<file path="config.mk">
export PLATFORM = sky130hd
export DESIGN_NAME = radio_chunk_packetizer_crc16
export DESIGN_NICKNAME = d
export VERILOG_FILES = /design/src/hw/rtl/rcp_pkg.sv /design/src/hw/rtl/rcp_cfg.sv /design/src/hw/rtl/rcp_crc.sv /design/src/hw/rtl/radio_chunk_packetizer_crc16.sv
export SDC_FILE = /design/constraint.sdc
export NUM_CORES = 1
export LEC_CHECK = 0
export BUFFER_PORTS_ARGS = -buffer_cell sky130_fd_sc_hd__buf_2
export CORE_MARGIN = 8
export CORE_UTILIZATION = 42
export CTS_CLUSTER_SIZE = 20
export DETAILED_ROUTE_END_ITERATION = 8
export RECOVER_POWER = 100
export SYNTH_ARGS = -nofsm -noshare
export SYNTH_HDL_FRONTEND = slang
export SYNTH_SLANG_ARGS = --single-unit
</file>
<file path="constraint.sdc">
create_clock -name i_clk -period 10.6 [get_ports i_clk]
set_clock_uncertainty 0.2 [all_clocks]
set_input_delay 1.06 -clock i_clk [delete_from_list [all_inputs] [get_ports i_clk]]
set_output_delay 1.06 -clock i_clk [all_outputs]
set_load 0.02 [all_outputs]
</file>
<file path="src/hw/rtl/rcp_pkg.sv">
// ----------------------------------------------------------------------------
// rcp_pkg
// shared types, constants and the bytewise crc16 step of the chunk packetizer
// ----------------------------------------------------------------------------
package rcp_pkg;

    localparam int DATA_BYTES_DEF = 16;
    localparam int MAX_OUT        = 32;
    localparam int HDR_BYTES      = 6;
    localparam int CRC_BYTES      = 2;
    localparam int CFG_IDX_W      = 3;
    localparam int CFG_DATA_W     = 9;

    localparam logic [15:0] CRC_INIT = 16'hFFFF;
    localparam logic [15:0] CRC_POLY = 16'h1021;

    localparam logic [7:0]        MAGIC_RST      = 8'h69;
    localparam logic signed [8:0] STRONG_THR_RST = -9'sd90;
    localparam logic signed [8:0] WEAK_THR_RST   = -9'sd105;
    localparam logic [4:0]        STRONG_SZ_RST  = 5'd16;
    localparam logic [4:0]        MEDIUM_SZ_RST  = 5'd12;
    localparam logic [4:0]        WEAK_SZ_RST    = 5'd8;

    typedef enum logic [CFG_IDX_W-1:0] {
        REG_MAGIC      = 3'd0,
        REG_STRONG_THR = 3'd1,
        REG_WEAK_THR   = 3'd2,
        REG_STRONG_SZ  = 3'd3,
        REG_MEDIUM_SZ  = 3'd4,
        REG_WEAK_SZ    = 3'd5
    } t_reg_idx;

    typedef struct packed {
        logic init;
        logic upd;
    } t_crc_ctl;

    // msb-first crc16 over one byte
    function automatic logic [15:0] crc_byte(input logic [15:0] crc_in, input logic [7:0] b);
        logic [15:0] c;
        c = crc_in ^ {b, 8'h00};
        for (int i = 0; i < 8; i++) begin
            if (c[15]) begin
                c = {c[14:0], 1'b0} ^ CRC_POLY;
            end else begin
                c = {c[14:0], 1'b0};
            end
        end
        return c;
    endfunction

endpackage

</file>
<file path="src/hw/rtl/rcp_cfg.sv">
// ----------------------------------------------------------------------------
// rcp_cfg
// configuration registers and rssi based chunk size selection
// ----------------------------------------------------------------------------
module rcp_cfg (
    input  logic                               i_clk,
    input  logic                               i_rst_n,
    input  logic                               i_cfg_we,
    input  logic [rcp_pkg::CFG_IDX_W-1:0]      i_cfg_idx,
    input  logic [rcp_pkg::CFG_DATA_W-1:0]     i_cfg_data,
    input  logic signed [8:0]                  i_link_rssi,
    output logic [7:0]                         o_magic,
    output logic [4:0]                         o_chunk_raw
);

    logic [7:0]        r_magic;
    logic signed [8:0] r_strong_thr;
    logic signed [8:0] r_weak_thr;
    logic [4:0]        r_strong_sz;
    logic [4:0]        r_medium_sz;
    logic [4:0]        r_weak_sz;

    always_ff @(posedge i_clk) begin
        if (!i_rst_n) begin
            r_magic      <= rcp_pkg::MAGIC_RST;
            r_strong_thr <= rcp_pkg::STRONG_THR_RST;
            r_weak_thr   <= rcp_pkg::WEAK_THR_RST;
            r_strong_sz  <= rcp_pkg::STRONG_SZ_RST;
            r_medium_sz  <= rcp_pkg::MEDIUM_SZ_RST;
            r_weak_sz    <= rcp_pkg::WEAK_SZ_RST;
        end else if (i_cfg_we) begin
            unique case (rcp_pkg::t_reg_idx'(i_cfg_idx))
                rcp_pkg::REG_MAGIC:      r_magic      <= i_cfg_data[7:0];
                rcp_pkg::REG_STRONG_THR: r_strong_thr <= $signed(i_cfg_data[8:0]);
                rcp_pkg::REG_WEAK_THR:   r_weak_thr   <= $signed(i_cfg_data[8:0]);
                rcp_pkg::REG_STRONG_SZ:  r_strong_sz  <= i_cfg_data[4:0];
                rcp_pkg::REG_MEDIUM_SZ:  r_medium_sz  <= i_cfg_data[4:0];
                rcp_pkg::REG_WEAK_SZ:    r_weak_sz    <= i_cfg_data[4:0];
                default: ;
            endcase
        end
    end

    assign o_magic = r_magic;

    always_comb begin
        if (i_link_rssi > r_strong_thr) begin
            o_chunk_raw = r_strong_sz;
        end else if (i_link_rssi > r_weak_thr) begin
            o_chunk_raw = r_medium_sz;
        end else begin
            o_chunk_raw = r_weak_sz;
        end
    end

endmodule

</file>
<file path="src/hw/rtl/rcp_crc.sv">
// ----------------------------------------------------------------------------
// rcp_crc
// running crc16 register, updated by one byte per cycle while upd is set
// ----------------------------------------------------------------------------
module rcp_crc (
    input  logic              i_clk,
    input  rcp_pkg::t_crc_ctl i_ctl,
    input  logic [7:0]        i_byte,
    output logic [15:0]       o_crc
);

    logic [15:0] r_crc;
    logic [15:0] w_base;

    assign w_base = i_ctl.init ? rcp_pkg::CRC_INIT : r_crc;

    always_ff @(posedge i_clk) begin
        if (i_ctl.upd) begin
            r_crc <= rcp_pkg::crc_byte(w_base, i_byte);
        end
    end

    assign o_crc = r_crc;

endmodule

</file>
<file path="src/hw/rtl/radio_chunk_packetizer_crc16.sv">
// ----------------------------------------------------------------------------
// radio_chunk_packetizer_crc16
// splits one frame into packets of magic, descriptor, timestamp, chunk and crc16
// ----------------------------------------------------------------------------
// a frame of N = P*8 + DATA_BYTES output bytes in P packets keeps busy high until
// its last crc byte is formed; the first byte is strobed once the state register
// is in the header and the output register has taken the byte; one byte leaves
// per cycle through the shared bytewise crc unit; start is taken only when idle
// synchronous active-low reset restores the state, output and configuration registers and returns to idle
// the receiver cannot stall: each byte is on the ports for one cycle only
module radio_chunk_packetizer_crc16 #(
    parameter int DATA_BYTES = rcp_pkg::DATA_BYTES_DEF
) (
    input  logic                           i_clk,
    input  logic                           i_rst_n,
    input  logic                           start,
    output logic                           busy,
    input  logic [7:0]                     i_descriptor,
    input  logic [63:0]                    i_data_low,
    input  logic [63:0]                    i_data_high,
    input  logic signed [8:0]              i_link_rssi,
    input  logic [31:0]                    i_time_stamp,
    input  logic                           i_cfg_we,
    input  logic [rcp_pkg::CFG_IDX_W-1:0]  i_cfg_idx,
    input  logic [rcp_pkg::CFG_DATA_W-1:0] i_cfg_data,
    output logic                           o_valid,
    output logic [7:0]                     o_out_byte,
    output logic                           o_packet_end,
    output logic                           o_frame_end
);

    localparam int MAX_PKTS  = (rcp_pkg::MAX_OUT - DATA_BYTES) /
                               (rcp_pkg::HDR_BYTES + rcp_pkg::CRC_BYTES);
    localparam int MIN_CHUNK = (DATA_BYTES + MAX_PKTS - 1) / MAX_PKTS;
    localparam int CW        = $clog2(DATA_BYTES + 1);
    localparam int DW        = DATA_BYTES * 8;

    typedef enum logic [2:0] {
        ST_IDLE,
        ST_HDR,
        ST_DATA,
        ST_CRC_LO,
        ST_CRC_HI
    } t_state;

    t_state            r_state, n_state;
    logic [2:0]        r_hidx, n_hidx;
    logic [CW-1:0]     r_rem, n_rem;
    logic [CW-1:0]     r_cnt, n_cnt;
    logic [CW-1:0]     r_chunk;
    logic [DW-1:0]     r_data;
    logic [7:0]        r_desc;
    logic [31:0]       r_ts;

    logic [7:0]        w_magic;
    logic [4:0]        w_chunk_raw;
    logic [4:0]        w_chunk_clamp;
    logic [127:0]      w_all;
    logic [7:0]        w_hdr_byte;
    logic [7:0]        w_byte;
    logic [15:0]       w_crc;
    logic              w_accept;
    logic [CW-1:0]     w_first_cnt;
    rcp_pkg::t_crc_ctl w_crc_ctl;

    rcp_cfg u_cfg (
        .i_clk       (i_clk),
        .i_rst_n     (i_rst_n),
        .i_cfg_we    (i_cfg_we),
        .i_cfg_idx   (i_cfg_idx),
        .i_cfg_data  (i_cfg_data),
        .i_link_rssi (i_link_rssi),
        .o_magic     (w_magic),
        .o_chunk_raw (w_chunk_raw)
    );

    rcp_crc u_crc (
        .i_clk  (i_clk),
        .i_ctl  (w_crc_ctl),
        .i_byte (w_byte),
        .o_crc  (w_crc)
    );

    assign busy     = (r_state != ST_IDLE);
    assign w_accept = start && !busy;
    assign w_all    = {i_data_high, i_data_low};

    always_comb begin
        if (w_chunk_raw < 5'(MIN_CHUNK)) begin
            w_chunk_clamp = 5'(MIN_CHUNK);
        end else if (w_chunk_raw > 5'(DATA_BYTES)) begin
            w_chunk_clamp = 5'(DATA_BYTES);
        end else begin
            w_chunk_clamp = w_chunk_raw;
        end
    end

    // header byte by position within the header
    always_comb begin
        case (r_hidx)
            3'd0:    w_hdr_byte = w_magic;
            3'd1:    w_hdr_byte = r_desc;
            3'd2:    w_hdr_byte = r_ts[7:0];
            3'd3:    w_hdr_byte = r_ts[15:8];
            3'd4:    w_hdr_byte = r_ts[23:16];
            default: w_hdr_byte = r_ts[31:24];
        endcase
    end

    always_comb begin
        case (r_state)
            ST_HDR:    w_byte = w_hdr_byte;
            ST_DATA:   w_byte = r_data[7:0];
            ST_CRC_LO: w_byte = w_crc[7:0];
            ST_CRC_HI: w_byte = w_crc[15:8];
            default:   w_byte = 8'h00;
        endcase
    end

    assign w_crc_ctl.init = (r_state == ST_HDR) && (r_hidx == 3'd0);
    assign w_crc_ctl.upd  = (r_state == ST_HDR) || (r_state == ST_DATA);

    // data bytes of the next packet
    assign w_first_cnt = (r_rem < r_chunk) ? r_rem : r_chunk;

    always_comb begin
        n_state = r_state;
        n_hidx  = r_hidx;
        n_rem   = r_rem;
        n_cnt   = r_cnt;
        unique case (r_state)
            ST_IDLE: begin
                if (w_accept) begin
                    n_state = ST_HDR;
                    n_hidx  = 3'd0;
                    n_rem   = CW'(DATA_BYTES);
                end
            end
            ST_HDR: begin
                n_hidx = r_hidx + 3'd1;
                if (r_hidx == 3'(rcp_pkg::HDR_BYTES - 1)) begin
                    n_state = ST_DATA;
                    n_cnt   = w_first_cnt;
                end
            end
            ST_DATA: begin
                n_rem = r_rem - CW'(1);
                n_cnt = r_cnt - CW'(1);
                if (r_cnt == CW'(1)) begin
                    n_state = ST_CRC_LO;
                end
            end
            ST_CRC_LO: begin
                n_state = ST_CRC_HI;
            end
            ST_CRC_HI: begin
                n_hidx  = 3'd0;
                n_state = (r_rem == '0) ? ST_IDLE : ST_HDR;
            end
            default: n_state = ST_IDLE;
        endcase
    end

    always_ff @(posedge i_clk) begin
        if (!i_rst_n) begin
            r_state      <= ST_IDLE;
            r_hidx       <= 3'd0;
            r_rem        <= '0;
            r_cnt        <= '0;
            o_valid      <= 1'b0;
            o_out_byte   <= 8'h00;
            o_packet_end <= 1'b0;
            o_frame_end  <= 1'b0;
        end else begin
            r_state      <= n_state;
            r_hidx       <= n_hidx;
            r_rem        <= n_rem;
            r_cnt        <= n_cnt;
            o_valid      <= busy;
            o_out_byte   <= w_byte;
            o_packet_end <= (r_state == ST_CRC_HI);
            o_frame_end  <= (r_state == ST_CRC_HI) && (r_rem == '0);
        end
    end

    // frame payload, captured when start is taken and shifted out during the data phase
    always_ff @(posedge i_clk) begin
        if (w_accept) begin
            r_data  <= w_all[DW-1:0];
            r_desc  <= i_descriptor;
            r_ts    <= i_time_stamp;
            r_chunk <= w_chunk_clamp[CW-1:0];
        end else if (r_state == ST_DATA) begin
            r_data <= r_data >> 8;
        end
    end

`ifndef SYNTHESIS
    a_frame_end_on_packet_end: assert property (@(posedge i_clk) disable iff (!i_rst_n)
        o_frame_end |-> o_packet_end)
        else $error("frame end without packet end");

    a_packet_end_strobed: assert property (@(posedge i_clk) disable iff (!i_rst_n)
        o_packet_end |-> o_valid)
        else $error("packet end without strobe");

    a_strobe_from_busy: assert property (@(posedge i_clk) disable iff (!i_rst_n)
        o_valid |-> $past(busy))
        else $error("byte strobed without a frame in progress");

    a_start_goes_busy: assert property (@(posedge i_clk) disable iff (!i_rst_n)
        (start && !busy) |=> busy)
        else $error("accepted item did not start a frame");

    a_data_count_live: assert property (@(posedge i_clk) disable iff (!i_rst_n)
        (r_state == ST_DATA) |-> (r_cnt != '0) && (r_rem != '0))
        else $error("data phase with empty chunk count");
`endif

endmodule

</file>
==> results of run 1 <==
-- metal layers --
metal  share of wire (%)  global-route usage (%)  routed length [um]  up-vias
met2                  46                    25.6               12500      179
met1                  43                    19.7               11500     3373
met4                 2.3                    4.00                 620       18
li1                    -                       -                   -     3539
met3                 8.4                    6.03                2260       51
met5                0.38                       0                 103        -
-- registers in the layout, indices dropped and copies added, names as in the netlist, 8 cells and up --
register            flops
o_out_byte              8
r_data                128
r_desc                  8
r_ts                   32
u_cfg.o_magic           8
u_cfg.r_strong_thr      9
u_cfg.r_weak_thr        9
u_crc.o_crc            16
-- area by class of cell --
type | instances | area share [%]
inverters | 31 | 0.861
multi-input cells | 514 | 29.7
repair buffers | 212 | 7.71
diodes | 7 | 0.128
well taps | 341 | 3.12
clock buffers | 39 | 5.74
clock inverters | 14 | 1.17
flip-flops and latches | 257 | 51.5
-- per-stage QoR --
step / worst slack [ps] / area, sq um / power, mW / hold WS [ps] / utilization (%)
final: 4310 / 13700 / 2.51 / 269 / 50.7
after global routing: 3750 / 13700 / 2.61 / 294 / 50.6
after CTS: 6530 / 13700 / 2.56 / 268 / 51.0
after detailed placement: 6250 / 12800 / 1.56 / 258 / 47.5
after global placement: 6300 / 12800 / 1.56 / 251 / 47.5
after floorplan: 6000 / 11500 / 1.46 / 237 / -
-- power breakdown --
group / total (mW) / internal, mW / switching (mW)
Combinational: 0.304 / 0.144 / 0.160
Clock: 0.988 / 0.592 / 0.396
Sequential: 1.22 / 1.19 / 0.0277
Total: 2.51 / 1.93 / 0.584
-- cells in the mapped netlist, types with 3 or more instances --
cell,instances
a22oi_1,6
mux2_2,126
o2111ai_1,3
nor3_1,6
ha_1,30
o221ai_1,4
and3_1,12
o211ai_1,13
xor2_1,8
buf_6,5
a222oi_1,3
and2_1,14
nor2_1,34
xnor2_1,13
nand3_1,15
a221oi_2,3
nand4_1,5
nor2b_1,17
xnor2_2,4
nand2_1,75
a21o_1,7
edfxtp_1,189
mux2i_1,32
o21ai_0,19
dfxtp_1,68
buf_2,14
nand3b_1,4
o221ai_2,4
a21oi_1,11
a21boi_0,11
o31ai_1,3
inv_1,31
clkbuf_1,23
o211a_1,3
-- worst max path at each step --
stage	cells past startpoint	start	endpoint	slack (ps)
after floorplan	4	start	r_data[0]	6000
after global placement	5	start	r_data[23]	6300
after detailed placement	5	start	r_data[70]	6250
after CTS	6	r_state[0]	r_data[31]	6530
after global routing	6	r_state[0]	r_data[35]	3750
final	6	r_state[0]	r_data[3]	4310
-- tightest hold or removal path, delay by kind of cell, from the launching register on --
family	cells	cell delay, ps
and+or+nand+nor	1	50
DFF	1	310
AOI/OAI and AO/OA	1	60
-- logic make-up (layout without fill, tap and decap cells) --
group,Yosys count,count (layout),synth area share (%)
xor+xnor,25,25,2.16
other cells,0,7,0
mux,158,158,15.1
fa+ha+maj,30,30,3.26
flops,257,257,61.1
buf+inv,76,296,3.08
compound gates,107,107,7.20
simple gates,194,194,8.10
==> flow_summary.json, run 1 <==
{
  "cts_resized": 0,
  "grt_pass1_wl_um": 41400,
  "failed_checks": "capacitance limit, slew limit",
  "fillers": 2389,
  "die_w_um": 182,
  "reg2reg_to": "r_data[3]",
  "ios": 205,
  "reg2reg_slack_ps": 4310,
  "post_cts_buffers": 0,
  "critPathKind": "register to register",
  "clock-root-buffer": "clkbuf_16",
  "antenna_found_initial": 15,
  "synth-seq-area-share_pct": 61.1,
  "nets": 1268,
  "gp_congestion": 0.786,
  "yosys.area.top_type_share_pct": 49.3,
  "worst_ep_arrival_time_ps": 6240,
  "whs_path_depth": 2,
  "layout_common_cells": "edfxtp_1 (189), buf_2 (188), mux2_2 (124)",
  "gr-total-overflow": 0,
  "slowest_delay_ps": 1690,
  "start_kind": "register",
  "tns_ps": 0,
  "drc": 0,
  "synthCells": 847,
  "ff2ff_path_depth": 6,
  "peakVddDrop_mv": 0.140,
  "clock_path_buffers": 3,
  "cts_buffers": 29,
  "drt_first_pass_iters": 5,
  "synth.area.top_cells": "edfxtp_1 (49%), mux2_2 (12%), dfxtp_1 (12%)",
  "cts_tree": "yes",
  "worst_pin_slew_ps": 2720,
  "post_drt_wl_per_cell_um": 19.0,
  "path_buf_inv": 3,
  "yosys_register_bits": 257,
  "syn_to_final_growth_pct": 18.6,
  "rows": 60,
  "powerDensity_nw_per_um2": 184,
  "dp_cells": 1355,
  "crit_fanout": 83,
  "maxSlewHeadroom_pct": -81.3,
  "synth_edf_count": 189,
  "hold_viol_final": 0,
  "cp_data_required_time_ps": 10550,
  "layout-drive-gt1-share_pct": 34.4,
  "setup_violations": 0,
  "grt_pass1_vias": 7383,
  "synth_top_area_cell": "edfxtp_1",
  "slew_viol_final": 154,
  "via_count": 7160,
  "rsz0062_at_grt": "no",
  "routed_wl_um": 26900,
  "fmax_ghz": 0.159,
  "viasPerCell": 5.06,
  "min_from": "u_cfg.r_weak_thr[3]",
  "seq_area_sq_um": 7040,
  "cts_sinks": 257,
  "worstReg2RegStart": "r_state[0]",
  "maxCapViolations": 3,
  "final_cells": 1415,
  "ys.flop_type": "edfxtp_1",
  "path_clk_slew_ps": 60,
  "yosysUniqueCellTypes": 57,
  "ys_warn_count": 0,
  "portBuffers": 204,
  "grt_max_degree": 84,
  "hp-class": "register to register",
  "ant_nets": 0,
  "final.period_utilization_pct": 59.3,
  "grt.total_usage_pct": 15.9,
  "syn_area_sq_um": 11500,
  "core-area_sq_um": 27000,
  "clk_latency_ps": 560,
  "cts_hold_buf": 0,
  "synth-async-reset-ratio_pct": 0,
  "critPathTopFamily": "buffers and inverters",
  "min_to": "u_cfg.r_weak_thr[3]",
  "period_needed_ps": 6290,
  "path_cells": "nor3_1 > clkbuf_1 > and2_0 > nor2_1 > clkinvlp_2 > buf_4",
  "outcome": "complete, but fails checks",
  "die_area_sq_um": 33000,
  "syn-num-nets": 1070,
  "die_h_um": 182,
  "place_hpwl_um": 19200,
  "cts_max_level": 1,
  "layout_commonest_cell": "edfxtp_1",
  "synth.avg_cell_area_sq_um": 13.6,
  "start_util_pct": 42.7,
  "power.leakage_nw": 5.32,
  "drt_iter0_drc": 486,
  "worstSetupEndpointType": "register",
  "multiInputGateArea_sq_um": 4060,
  "slowest_stage": "clkinvlp_2"
}
No activity file was read; power rests on OpenSTA's default activity.
==> inputs of run 2 (changes only) <==
Clock period 10.6 ns to 6 ns, I/O delays scaled along.
==> flow_summary.json, run 2 (synthesis gave the netlist of run 1 again) <==
{
  "cts_hold_buf": 0,
  "powerDensity_nw_per_um2": 316,
  "dp_cells": 1354,
  "post_cts_buffers": 0,
  "placed_cell_area_sq_um": 12800,
  "layout-drive-gt1-share_pct": 34.0,
  "drt_iter0_drc": 513,
  "cts_sinks": 257,
  "power.leakage_nw": 5.26,
  "seq_area_sq_um": 7040,
  "routed_wl_um": 27300,
  "cts_tree": "yes",
  "outcome": "complete, but fails checks",
  "top_layer": "met5",
  "wl_met2_um": 12000,
  "antenna_found_initial": 17,
  "wl_met1_um": 12300,
  "worstSetupEndpointType": "register",
  "hp-class": "input port to register",
  "worst_ep_arrival_time_ps": 4380,
  "crit_fanout": 83,
  "final_cells": 1407,
  "post_drt_wl_per_cell_um": 19.4,
  "die_area_sq_um": 33000,
  "drt_first_pass_iters": 5,
  "layout_commonest_cell": "edfxtp_1",
  "fmax_ghz": 0.233,
  "cts_max_level": 1,
  "largest_register_ffs": 128,
  "setup_violations": 0,
  "start_util_pct": 42.7,
  "multiInputGateArea_sq_um": 4040,
  "clk_latency_ps": 540,
  "die_w_um": 182,
  "peakVddDrop_mv": 0.265,
  "ant_nets": 0,
  "syn_to_final_growth_pct": 17.2,
  "final.period_utilization_pct": 71.6,
  "cts_buffers": 28,
  "slowest_delay_ps": 1480,
  "clock-root-buffer": "clkbuf_16",
  "grt_pass1_vias": 7372,
  "gp_congestion": 0.795,
  "route.met3.wl_um": 2260,
  "drc": 0,
  "maxSlewHeadroom_pct": -34.8,
  "grt_max_degree": 84,
  "path_cells": "nor3_1 > clkbuf_1 > and2_4 > clkbuf_2 > mux2_2",
  "nets": 1266,
  "failed_checks": "capacitance limit, slew limit",
  "core-area_sq_um": 27000,
  "die_h_um": 182,
  "critPathKind": "register to register",
  "largest-register": "r_data",
  "hold_viol_final": 0,
  "p_total_mw": 4.27,
  "grt_pass1_wl_um": 42200,
  "maxCapViolations": 1,
  "grt.total_usage_pct": 16.1,
  "cts_resized": 0,
  "rows": 60,
  "path_buf_inv": 2,
  "slew_viol_final": 84,
  "start_kind": "register",
  "slowest_stage": "clkbuf_2",
  "portBuffers": 204,
  "place_hpwl_um": 19600,
  "via_count": 7126,
  "viasPerCell": 5.06,
  "fillers": 2356,
  "clock_path_buffers": 3,
  "path_clk_slew_ps": 60,
  "period_needed_ps": 4290,
  "rsz0062_at_grt": "no",
  "layout_common_cells": "edfxtp_1 (189), buf_2 (187), mux2_2 (124)",
  "critPathTopFamily": "buffers and inverters",
  "ios": 205,
  "gr-total-overflow": 0,
  "worst_pin_slew_ps": 2020,
  "tns_ps": 0,
  "cp_data_required_time_ps": 6090,
  "fin_area_sq_um": 13500
}
-- run 2: cell types whose count changed in the layout (fill, tap and decap cells not counted), sizes merged --
cell,change
clkbuf,-4
clkinv,+3
buf,-2
bufinv,-2
diode,-2
inv,-1
-- run 2: power by group --
group / internal (mW) / switching (mW)
clock: 0.894 / 0.682
combinational: 0.256 / 0.276
sequential: 2.11 / 0.0542
total: 3.26 / 1.01
-- run 2: final timing paths --
kind                         start                     to  slack, ps  depth (start not counted)
max                     r_state[0]            r_data[100]       1710                          5
min                i_descriptor[6]              r_desc[6]         30                          1
max reg2reg             r_state[0]            r_data[100]       1710                          5
min reg2reg  u_cfg.r_strong_thr[6]  u_cfg.r_strong_thr[6]        270                          2
-- run 2: per-stage QoR --
step / hold WS (ps) / setup WS [ps] / utilization, %
finish: 30.1 / 1710 / 50.1
global route: 4.39 / 1420 / 50.1
CTS: 3.60 / 2330 / 50.5
detailed placement: 258 / 2360 / 47.4
global placement: 256 / 2300 / 47.4
floorplan: 237 / 1510 / -
-- run 2: layout make-up --
type / count / area share [%]
Timing Repair Buffer: 211 / 7.75
Clock inverter: 14 / 0.760
Clock buffer: 34 / 5.36
Multi-Input combinational cell: 514 / 29.9
Inverter: 31 / 0.880
Antenna cell: 5 / 0.0927
Sequential cell: 257 / 52.1
Tap cell: 341 / 3.16
-- run 2: per-layer routing --
metal  vias to the layer above  GRT usage, %
met5                         -             0
met4                        24          4.79
met3                        65          6.29
met2                       187          24.3
met1                      3321          21.2
li1                       3529             -
-- run 2: worst reg2reg max path, cell delays in order (launching register included) --
cell and delay, ps:
dfxtp_1 570, nor3_1 290, clkbuf_1 440, and2_4 520, clkbuf_2 1490, mux2_2 550
==> inputs of run 3 (changes only) <==
Settings changed: PLACE_DENSITY set to 0.65.
Clock period 6 ns to 3.65 ns, I/O delays scaled along.
==> flow_summary.json, run 3 (synthesis gave the netlist of run 1 again) <==
{
  "outcome": "complete, but fails checks",
  "failed_checks": "capacitance limit, slew limit",
  "layout_common_cells": "edfxtp_1 (189), buf_2 (188), dlygate4sd3_1 (177)",
  "fin_ws_ps": 356,
  "syn_to_final_growth_pct": 34.6,
  "clock-root-buffer": "clkbuf_16",
  "routed_wl_um": 30000,
  "period_needed_ps": 3290,
  "path_cells": "inv_1 > ha_1 > a222oi_1 > o21ai_0 > a221oi_1 > o221ai_1 > xnor2_1 > xnor2_1 > xor2_1",
  "ff2ff_path_depth": 9,
  "whs_path_depth": 4,
  "slew_viol_final": 70,
  "grt.total_usage_pct": 17.8,
  "portBuffers": 204,
  "grt_pass1_wl_um": 46800,
  "cp_data_required_time_ps": 3720,
  "maxSlewHeadroom_pct": -78.3,
  "min_from": "i_cfg_idx[0]",
  "worst_ep_arrival_time_ps": 3370,
  "ios": 205,
  "gp_congestion": 0.839,
  "tns_ps": 0,
  "hold_viol_final": 0,
  "critPathKind": "register to register",
  "slowest_stage": "xnor2_1",
  "cts_max_level": 1,
  "maxCapViolations": 1,
  "viasPerCell": 5.01,
  "via_count": 7990,
  "post_cts_buffers": 0,
  "clk_latency_ps": 550,
  "cts_tree": "yes",
  "ant_nets": 0,
  "pre_cts_ws_ps": 360,
  "nets": 1450,
  "die_h_um": 182,
  "crit_fanout": 12,
  "path_buf_inv": 1,
  "cts_buffers": 29,
  "layout_commonest_cell": "edfxtp_1",
  "fillers": 2105,
  "peakVddDrop_mv": 0.411,
  "die_area_sq_um": 33000,
  "clock_path_buffers": 3,
  "worst_path_most_repeated_cell": "xnor2_1",
  "rows": 60,
  "layout-drive-gt1-share_pct": 29.6,
  "worstSetupEndpointType": "register",
  "final.period_utilization_pct": 90.2,
  "reg2reg_to": "u_crc.o_crc[7]",
  "fmax_ghz": 0.304,
  "cts_sinks": 257,
  "largest-register": "r_data",
  "power.leakage_nw": 6.10,
  "grt_max_degree": 161,
  "setup_violations": 0,
  "start_util_pct": 42.7,
  "grt_pass1_vias": 8484,
  "reg2reg_slack_ps": 360,
  "core-area_sq_um": 27000,
  "start_kind": "register",
  "min_to": "u_cfg.r_weak_thr[0]",
  "gr-total-overflow": 0,
  "worstReg2RegStart": "r_hidx[0]",
  "post_drt_wl_per_cell_um": 18.8,
  "critPathTopFamily": "compound AO/OA/AOI/OAI gates",
  "drt_iter0_drc": 448,
  "drt_first_pass_iters": 6,
  "worst_pin_slew_ps": 2670,
  "drc": 0,
  "place_hpwl_um": 19400,
  "hp-class": "input port to register",
  "rsz0062_at_grt": "no",
  "slowest_delay_ps": 400,
  "powerDensity_nw_per_um2": 485,
  "path_clk_slew_ps": 60,
  "largest_register_ffs": 128,
  "antenna_found_initial": 5,
  "die_w_um": 182
}
-- run 3: cell count changes in the layout (fill, tap and decap cells not counted), sizes merged --
cell,before,now
clkbuf,53,61
buf,192,196
bufinv,1,2
dlygate4sd3,0,177
inv,31,33
clkinv,12,7
-- run 3: repair_timing --
| action | CTS | global route |
|---|---|---|
| gates resized for setup | 0 | 0 |
| hold endpoints to repair | 206 | 0 |
| hold buffers | 177 | 0 |
-- run 3: stage by stage --
stage                     power, mW  hold WS (ps)  instances  instance area, sq um  utilization, %
final                          7.51          69.4       1594                 15500            57.5
after global routing           7.80          78.5       1594                 15500            57.5
after CTS                      7.59          52.0       1589                 15600            57.9
after detailed placement       4.55           267       1360                 12900            47.8
after global placement         4.52           256       1360                 12900            47.8
after floorplan                4.25           237        847                 11500               -
-- run 3: layer usage --
metal,part of all wire (%),routed length [um],vias to the layer above,track usage [%]
met5,0,0,-,0
met4,2.6,791,0,5.18
met3,5.6,1690,54,4.25
met2,49,14700,226,30.4
met1,43,12800,3812,22.0
li1,-,-,3898,-
-- run 3: power by group --
part / leakage, nW / total, mW / internal [mW] / switching [mW]
Sequential: 2.36 / 3.56 / 3.47 / 0.0932
Combinational: 3.26 / 1.06 / 0.554 / 0.503
Clock: 0.474 / 2.90 / 1.73 / 1.17
Total: 6.10 / 7.51 / 5.75 / 1.77
-- run 3: worst max path at each step --
| stage | to | cells past startpoint | start | slack, ps |
|---|---|---|---|---|
| after floorplan | r_data[0] | 6 | r_state[2] | 100 |
| after global placement | r_chunk[2] | 9 | i_link_rssi[6] | 510 |
| after detailed placement | r_chunk[1] | 9 | i_link_rssi[6] | 360 |
| after CTS | r_chunk[1] | 9 | u_cfg.r_weak_thr[6] | 470 |
| after global routing | u_crc.o_crc[7] | 9 | r_hidx[0] | 140 |
| final | u_crc.o_crc[7] | 9 | r_hidx[0] | 360 |
-- run 3: final cells by class --
type	count	area, sq um	area share, %
sequential	257	7040	45.4
timing repair buffer	394	2880	18.6
clock buffer	40	830	5.35
clock inverter	12	125	0.807
antenna	5	12.5	0.0807
inverter	31	118	0.759
multi-input combinational	514	4070	26.3
tap	341	427	2.75
-- run 3: worst register-to-register path: stages, from the launching register on --
cell	delay, ps
dfxtp_1	380
inv_1	100
ha_1	360
a222oi_1	380
o21ai_0	160
a221oi_1	390
o221ai_1	230
xnor2_1	400
xnor2_1	220
xor2_1	190
